[config.mk]
export PLATFORM = sky130hd
export DESIGN_NAME = gsstep_ctrl
export DESIGN_NICKNAME = d
export VERILOG_FILES = /design/src/design/gsstep_pkg.sv /design/src/design/gsstep_ctrl.sv
export SDC_FILE = /design/constraint.sdc
export NUM_CORES = 1
export LEC_CHECK = 0
export BUFFER_PORTS_ARGS = -buffer_cell sky130_fd_sc_hd__buf_2
export CORE_AREA = 2 2 63 65
export CTS_CLUSTER_DIAMETER = 200
export DETAILED_ROUTE_END_ITERATION = 7
export DIE_AREA = 0 0 65 67
export MAX_ROUTING_LAYER = met4
export PLACE_DENSITY = 0.73
export SLEW_MARGIN = 20
export SYNTH_ARGS = -nofsm -noshare
export SYNTH_HDL_FRONTEND = slang
export SYNTH_SLANG_ARGS = --single-unit
export TNS_END_PERCENT = 50
[constraint.sdc]
create_clock -name clk_i -period 3 [get_ports clk_i]
set_input_delay 0.3 -clock clk_i [delete_from_list [all_inputs] [get_ports clk_i]]
set_output_delay 0.3 -clock clk_i [all_outputs]
set_load 0.005 [all_outputs]
[src/design/gsstep_pkg.sv]
// Shared package for the Gray-Scott grid step unit: grid geometry, line buffer
// sizing, fixed-point widths, register codes, controller states and payload types.
// No dependencies.
`timescale 1ns / 1ps

package gsstep_pkg;

  // Grid geometry
  localparam int unsigned GRID_WIDTH  = 32;
  localparam int unsigned GRID_HEIGHT = 32;
  localparam int unsigned COL_W       = $clog2(GRID_WIDTH);
  localparam int unsigned ROW_W       = $clog2(GRID_HEIGHT);

  // Line buffer: two rows plus two cells, rounded up to a power of two
  localparam int unsigned LB_DEPTH  = 2 ** $clog2(2 * GRID_WIDTH + 2);
  localparam int unsigned LB_ADDR_W = $clog2(LB_DEPTH);

  // Fixed-point widths
  localparam int unsigned VAL_W  = 16;
  localparam int unsigned CELL_W = 2 * VAL_W;
  localparam int unsigned LAP_W  = 19;
  localparam int unsigned SUM_W  = 52;

  localparam logic [VAL_W-1:0] ONE_Q15 = 16'h8000;

  // Distance back from the newest cell to each stencil neighbor
  localparam logic [LB_ADDR_W-1:0] DIST_L  = LB_ADDR_W'(GRID_WIDTH + 2);
  localparam logic [LB_ADDR_W-1:0] DIST_C  = LB_ADDR_W'(GRID_WIDTH + 1);
  localparam logic [LB_ADDR_W-1:0] DIST_R  = LB_ADDR_W'(GRID_WIDTH);
  localparam logic [LB_ADDR_W-1:0] DIST_UP = LB_ADDR_W'(2 * GRID_WIDTH + 1);

  // Configuration registers
  localparam int unsigned CFG_IDX_W = 2;

  typedef enum logic [CFG_IDX_W-1:0] {
    CFG_DIFF_U = 2'd0,
    CFG_DIFF_V = 2'd1,
    CFG_FEED   = 2'd2,
    CFG_KILL   = 2'd3
  } cfg_reg_e;

  localparam logic [VAL_W-1:0] DIFF_U_RST = 16'd10486;
  localparam logic [VAL_W-1:0] DIFF_V_RST = 16'd5243;
  localparam logic [VAL_W-1:0] FEED_RST   = 16'd2425;
  localparam logic [VAL_W-1:0] KILL_RST   = 16'd3932;

  typedef enum logic [1:0] {
    TAP_L,
    TAP_C,
    TAP_R,
    TAP_UP
  } tap_e;

  localparam int unsigned TAP_NUM = 4;

  typedef enum logic [3:0] {
    ST_IDLE,
    ST_RD_L,
    ST_RD_C,
    ST_RD_R,
    ST_RD_UP,
    ST_RD_WAIT,
    ST_LAP,
    ST_MUL1,
    ST_MUL2,
    ST_SUM,
    ST_EMIT,
    ST_BORDER
  } state_e;

  typedef struct packed {
    logic [VAL_W-1:0] cell_u;
    logic [VAL_W-1:0] cell_v;
    logic             frame_start;
  } in_item_t;

  typedef struct packed {
    logic [VAL_W-1:0] new_u;
    logic [VAL_W-1:0] new_v;
    logic             frame_end;
  } out_item_t;

  // Controller to datapath commands
  typedef struct packed {
    logic in_fire;
    logic rd_en;
    tap_e rd_sel;
    logic lap_en;
    logic mul1_en;
    logic mul2_en;
    logic sum_en;
    logic out_load;
    logic out_border;
    logic out_frame_end;
  } cmd_t;

  // Round half up from scale 2^45 to Q1.15 and clamp to 0..65535
  function automatic logic [VAL_W-1:0] round_sat(input logic signed [SUM_W-1:0] s);
    logic [SUM_W-1:0] t;
    logic [VAL_W-1:0] r;
    t = $unsigned(s) + (SUM_W'(1) << 29);
    if (s[SUM_W-1]) begin
      r = '0;
    end else if (|t[SUM_W-1:30+VAL_W]) begin
      r = '1;
    end else begin
      r = t[30+VAL_W-1:30];
    end
    return r;
  endfunction

endpackage

[src/design/gsstep_ctrl.sv]
// Controller for the grid step unit: raster position, emit decisions,
// per-cell sequencing of the datapath and the output valid flag. Uses gsstep_pkg.
`timescale 1ns / 1ps

module gsstep_ctrl (
  input  logic                clk_i,
  input  logic                rst_ni,
  input  logic                in_valid_i,
  input  logic                frame_start_i,
  output logic                in_ready_o,
  input  logic                out_ready_i,
  output logic                out_valid_o,
  output gsstep_pkg::cmd_t    cmd_o
);

  localparam int unsigned COL_W = gsstep_pkg::COL_W;
  localparam int unsigned ROW_W = gsstep_pkg::ROW_W;
  localparam logic [COL_W-1:0] COL_LAST = COL_W'(gsstep_pkg::GRID_WIDTH - 1);
  localparam logic [COL_W-1:0] MX_MAX   = COL_W'(gsstep_pkg::GRID_WIDTH - 2);
  localparam logic [ROW_W-1:0] ROW_LAST = ROW_W'(gsstep_pkg::GRID_HEIGHT - 1);
  localparam logic [ROW_W-1:0] MY_MAX   = ROW_W'(gsstep_pkg::GRID_HEIGHT - 2);

  gsstep_pkg::state_e state_q, state_d;
  logic [COL_W-1:0] col_q, col_d, cnt_q, cnt_d;
  logic [ROW_W-1:0] row_q, row_d;
  logic             last_q, last_d;
  logic             border_q, border_d;
  logic             out_valid_q, out_valid_d;

  logic [COL_W-1:0] col_eff, mx;
  logic [ROW_W-1:0] row_eff, my;
  logic             emit, interior, is_last, slot_free, fire;

  assign slot_free   = !out_valid_q || out_ready_i;
  assign in_ready_o  = (state_q == gsstep_pkg::ST_IDLE);
  assign fire        = in_valid_i && in_ready_o;
  assign out_valid_o = out_valid_q;

  // Position of the incoming cell and of the lagged cell it completes
  always_comb begin
    col_eff  = frame_start_i ? '0 : col_q;
    row_eff  = frame_start_i ? '0 : row_q;
    emit     = (row_eff >= ROW_W'(2)) || (row_eff == ROW_W'(1) && col_eff != '0);
    if (col_eff != '0) begin
      mx = col_eff - COL_W'(1);
      my = row_eff - ROW_W'(1);
    end else begin
      mx = COL_LAST;
      my = row_eff - ROW_W'(2);
    end
    interior = emit && my >= ROW_W'(1) && my <= MY_MAX && mx >= COL_W'(1) && mx <= MX_MAX;
    is_last  = (row_eff == ROW_LAST) && (col_eff == COL_LAST);
  end

  always_comb begin
    col_d    = col_q;
    row_d    = row_q;
    last_d   = last_q;
    border_d = border_q;
    if (fire) begin
      last_d   = is_last;
      border_d = !interior;
      if (col_eff == COL_LAST) begin
        col_d = '0;
        row_d = (row_eff == ROW_LAST) ? '0 : row_eff + ROW_W'(1);
      end else begin
        col_d = col_eff + COL_W'(1);
        row_d = row_eff;
      end
    end
  end

  always_comb begin
    cnt_d = cnt_q;
    if (state_q == gsstep_pkg::ST_EMIT) begin
      cnt_d = '0;
    end else if (state_q == gsstep_pkg::ST_BORDER && slot_free) begin
      cnt_d = cnt_q + COL_W'(1);
    end
  end

  // Next state
  always_comb begin
    state_d = state_q;
    unique case (state_q)
      gsstep_pkg::ST_IDLE: begin
        if (fire) begin
          if (interior) begin
            state_d = gsstep_pkg::ST_RD_L;
          end else if (emit) begin
            state_d = gsstep_pkg::ST_EMIT;
          end
        end
      end
      gsstep_pkg::ST_RD_L:    state_d = gsstep_pkg::ST_RD_C;
      gsstep_pkg::ST_RD_C:    state_d = gsstep_pkg::ST_RD_R;
      gsstep_pkg::ST_RD_R:    state_d = gsstep_pkg::ST_RD_UP;
      gsstep_pkg::ST_RD_UP:   state_d = gsstep_pkg::ST_RD_WAIT;
      gsstep_pkg::ST_RD_WAIT: state_d = gsstep_pkg::ST_LAP;
      gsstep_pkg::ST_LAP:     state_d = gsstep_pkg::ST_MUL1;
      gsstep_pkg::ST_MUL1:    state_d = gsstep_pkg::ST_MUL2;
      gsstep_pkg::ST_MUL2:    state_d = gsstep_pkg::ST_SUM;
      gsstep_pkg::ST_SUM:     state_d = gsstep_pkg::ST_EMIT;
      gsstep_pkg::ST_EMIT: begin
        if (slot_free) begin
          state_d = last_q ? gsstep_pkg::ST_BORDER : gsstep_pkg::ST_IDLE;
        end
      end
      gsstep_pkg::ST_BORDER: begin
        if (slot_free && cnt_q == COL_LAST) begin
          state_d = gsstep_pkg::ST_IDLE;
        end
      end
      default: state_d = gsstep_pkg::ST_IDLE;
    endcase
  end

  // Datapath commands
  always_comb begin
    cmd_o        = '0;
    cmd_o.rd_sel = gsstep_pkg::TAP_L;
    unique case (state_q)
      gsstep_pkg::ST_IDLE:  cmd_o.in_fire = fire;
      gsstep_pkg::ST_RD_L: begin
        cmd_o.rd_en  = 1'b1;
        cmd_o.rd_sel = gsstep_pkg::TAP_L;
      end
      gsstep_pkg::ST_RD_C: begin
        cmd_o.rd_en  = 1'b1;
        cmd_o.rd_sel = gsstep_pkg::TAP_C;
      end
      gsstep_pkg::ST_RD_R: begin
        cmd_o.rd_en  = 1'b1;
        cmd_o.rd_sel = gsstep_pkg::TAP_R;
      end
      gsstep_pkg::ST_RD_UP: begin
        cmd_o.rd_en  = 1'b1;
        cmd_o.rd_sel = gsstep_pkg::TAP_UP;
      end
      gsstep_pkg::ST_RD_WAIT: ;
      gsstep_pkg::ST_LAP:     cmd_o.lap_en  = 1'b1;
      gsstep_pkg::ST_MUL1:    cmd_o.mul1_en = 1'b1;
      gsstep_pkg::ST_MUL2:    cmd_o.mul2_en = 1'b1;
      gsstep_pkg::ST_SUM:     cmd_o.sum_en  = 1'b1;
      gsstep_pkg::ST_EMIT: begin
        cmd_o.out_load   = slot_free;
        cmd_o.out_border = border_q;
      end
      gsstep_pkg::ST_BORDER: begin
        cmd_o.out_load      = slot_free;
        cmd_o.out_border    = 1'b1;
        cmd_o.out_frame_end = (cnt_q == COL_LAST);
      end
      default: ;
    endcase
  end

  always_comb begin
    if (cmd_o.out_load) begin
      out_valid_d = 1'b1;
    end else if (out_ready_i) begin
      out_valid_d = 1'b0;
    end else begin
      out_valid_d = out_valid_q;
    end
  end

  always_ff @(posedge clk_i or negedge rst_ni) begin
    if (!rst_ni) begin
      state_q     <= gsstep_pkg::ST_IDLE;
      col_q       <= '0;
      row_q       <= '0;
      cnt_q       <= '0;
      last_q      <= 1'b0;
      border_q    <= 1'b0;
      out_valid_q <= 1'b0;
    end else begin
      state_q     <= state_d;
      col_q       <= col_d;
      row_q       <= row_d;
      cnt_q       <= cnt_d;
      last_q      <= last_d;
      border_q    <= border_d;
      out_valid_q <= out_valid_d;
    end
  end

endmodule

==> run metrics <==
HPWL Detailed 2920 µm; FF-to-FF End state_q[0]$_DFFE_PN0P_; WP buf/inv 0; via/cell ratio 5.782; Worst setup EP type flip-flop; Clock Tree Root clkbuf_8; CP cell instances nor2b_1 -> ha_1 -> or4b_2 -> nor4_1 -> o2bb2ai_1 -> a311o_1 -> o21ai_2 -> a32o_1; final hold vios 17; dpl cells 271; via count 1,590; P_int 0.9356 mW; data required time of the worst path 3.17 ns; Synth area leader dfrtp_1; most frequent cells in the layout 22 x dfrtp_1, 21 x nand2_1, 20 x nor2_1; max_cap viols 0; Synth Area in Simple Gates 24.81%; number of flops mapped to enable cells by yosys 0; TritonRoute pass-1 iters 5; Critical Path Source col_q[1]$_DFFE_PN0P_; CTS tree done; total CTS buffers 3; H-Tree Depth 1; Switch Pwr 0.6650 mW; Final Util 55.69%; wire length per cell after detailed routing 14.22 µm; Finished Layout Cells 275; switching share of power 41.55%; Reg2Reg Launch Point col_q[1]$_DFFE_PN0P_; Clock Latency Late Sink 0.27 ns; YS warnings 0; post-CTS sizing 0; io pins 18; Final Setup Violations 0; compound-cell area share of the yosys netlist 20.36%; combinational group share of total power 49.7%; fmax 0.3529 GHz; CP max stage delay 0.63 ns; Synth top area share 29.67%; GRT overflow 0; initial antenna violation count 0; arrival time at the worst endpoint 3.00 ns; Main synth FF type dfrtp_1; ys async rst share 100.0%; Synth Area in Adders 9.440%; Starting Density 51.46%; r2r setup slk 0.17 ns; Mapped Area 1856 µm²; critical path endpoint state_q[0]$_DFFE_PN0P_; Lkg Pwr 0.9875 nW; Syn Area/Cell 8.590 µm²; largest net degree at the start of global routing 23; Worst Tran Pin Value 0.6001 ns; share of cells above drive strength 1 18.50%; post-synthesis xor/xnor area fraction 3.304%; Syn Nets 235; most common cell after layout, fill and taps aside dfrtp_1; sequential area share after synthesis 29.67%; Reg clk slew, reported paths 0.09 ns; crit path max fanout 5; RSZ-0062 raised after global routing false; Top delay family on crit path simple AND/OR/NAND/NOR gates; hold buffer count at cts 0; met2 WL 1897 µm; # DRC 0; FF+latch count, synth 22; Distinct cells, synth 52; Nets 247; Slew headroom 59.68%; worst hold slack -0.01202 ns; Mapped Cells 216; min cycle time layout 2.833 ns; Routed WL 3911 µm; Critical Path Slowest Stage Cell or4b_2; status complete, but fails checks; vias in the first global route 1,444; PortBufs 17; Post-CTS Setup Bufs 0; die extent in x 65 µm; routed wl met3 167 µm; GRT Total Usage 20.55%; Area contributors post-synth dfrtp_1 30%, ha_1 9.4%, nand2_1 4.2%; PwrDens 797.1 nW/µm²; Area Overhead vs Synth 8.227%; Hold WC Path Type in2async; Max VDD drop 0.0003876 V; area of the core 3606 µm²; sequential share of power 32.6%; Placement Cell Area 1924 µm²; antenna-violating nets left 0; first-pass GRT wire length 6789 µm; fin. max-slew vios 0; met1 wire length 1814 µm; mux share of post-synthesis cell area 3.641%; DRT iter0 DRCs 67; critical path depth 8; Routability Congestion 0.9646; largest family of logic cells by synthesized area simple AND/OR/NAND/NOR gates; n_diodes 0; CP startpoint kind flip-flop; critical path type reg2reg; Num Clock Sinks 22; final instance area 2008 µm²; failing checks negative hold slack; Placement Rows 22; Clock Tree Buf Depth 2; fin crit share 94.45%; FILL cells 340; Total Negative Setup Slacks 0 ns; top layer in use met4; clk_skew 0.006687 ns; power share of the clock group 17.7%; Total Die Area 4355 µm²; Die Y 67 µm; R2R depth 8
## cell type report
cell class	count	area [µm²]	share of cell area, %
repair buffers	23	130.1	6.480
clock inverters	1	30.03	1.495
multi-input cells	167	1155	57.51
clock buffers	3	41.29	2.056
well taps	48	60.06	2.991
flip-flops and latches	22	550.5	27.41
inverters	11	41.29	2.056
## cells in the mapped netlist, types with 2 or more instances
library cell and n:
dfrtp_1 22, nand2_1 21, nor2_1 20, o21ai_0 15, ha_1 14, inv_1 11
a21oi_1 10, nor3_1 8, nor4_1 8, nor2b_1 7, nand2b_1 6, buf_4 5
buf_6 5, a21o_1 4, clkbuf_1 4, xor2_1 4, mux2i_1 3, o31ai_1 3
xnor2_1 3, a211oi_1 2, a221oi_1 2, a22o_1 2, and2_1 2, and3_1 2
and3_2 2, mux2_2 2, nand3_1 2, nor3b_1 2, nor4b_1 2
## worst min-delay path by stage
| stage | start | end | slack (ns) | cells past startpoint |
|---|---|---|---|---|
| floorplan | rst_ni | border_q$_DFFE_PN0P_ | 0.004 | 0 |
| CTS | rst_ni | col_q[1]$_DFFE_PN0P_ | 0.008 | 1 |
| detailed placement | rst_ni | col_q[0]$_DFFE_PN0P_ | 0.31 | 1 |
| global placement | rst_ni | col_q[2]$_DFFE_PN0P_ | 0.30 | 1 |
| finish | rst_ni | col_q[1]$_DFFE_PN0P_ | -0.01 | 1 |
| global route | rst_ni | col_q[1]$_DFFE_PN0P_ | 0.02 | 1 |
## power by group through the flow
stage               Combinational, mW  Clock, mW  Sequential, mW
finish                          0.796      0.284           0.521
floorplan                       0.721          0           0.442
global route                    0.893      0.305           0.544
detailed placement              0.782          0           0.524
CTS                             0.786      0.292           0.518
global placement                0.767          0           0.524
## cell families after synthesis
family	Yosys count
AO/OA/AOI/OAI	52
XOR/XNOR	7
buffers and inverters	27
AND/OR/NAND/NOR	88
flip-flops	22
multiplexers	6
adder cells (fa/ha/maj)	14
## per-layer routing
layer	track usage, %	vias up
met2	33.89	30
li1	-	790
met3	2.196	4
met5	-	-
met1	27.00	766
met4	5.585	0
## state kept, by name, summed over array words and instances, names as in the netlist
register	flops
cnt_q	5
row_q	5
col_q	5
last_q	1
out_valid_o	1
border_q	1
state_q	4
## per-stage QoR
step / power [mW] / worst slack, ns / hold WS, ns
final: 1.601 / 0.1666 / -0.01202
after global routing: 1.742 / 0.02195 / 0.02483
after CTS: 1.596 / 0.1460 / 0.008114
after detailed placement: 1.306 / 0.1415 / 0.3077
after global placement: 1.291 / 0.1903 / 0.3019
after floorplan: 1.163 / 0.05700 / 0.004409
(Power assumes the default switching activity.)
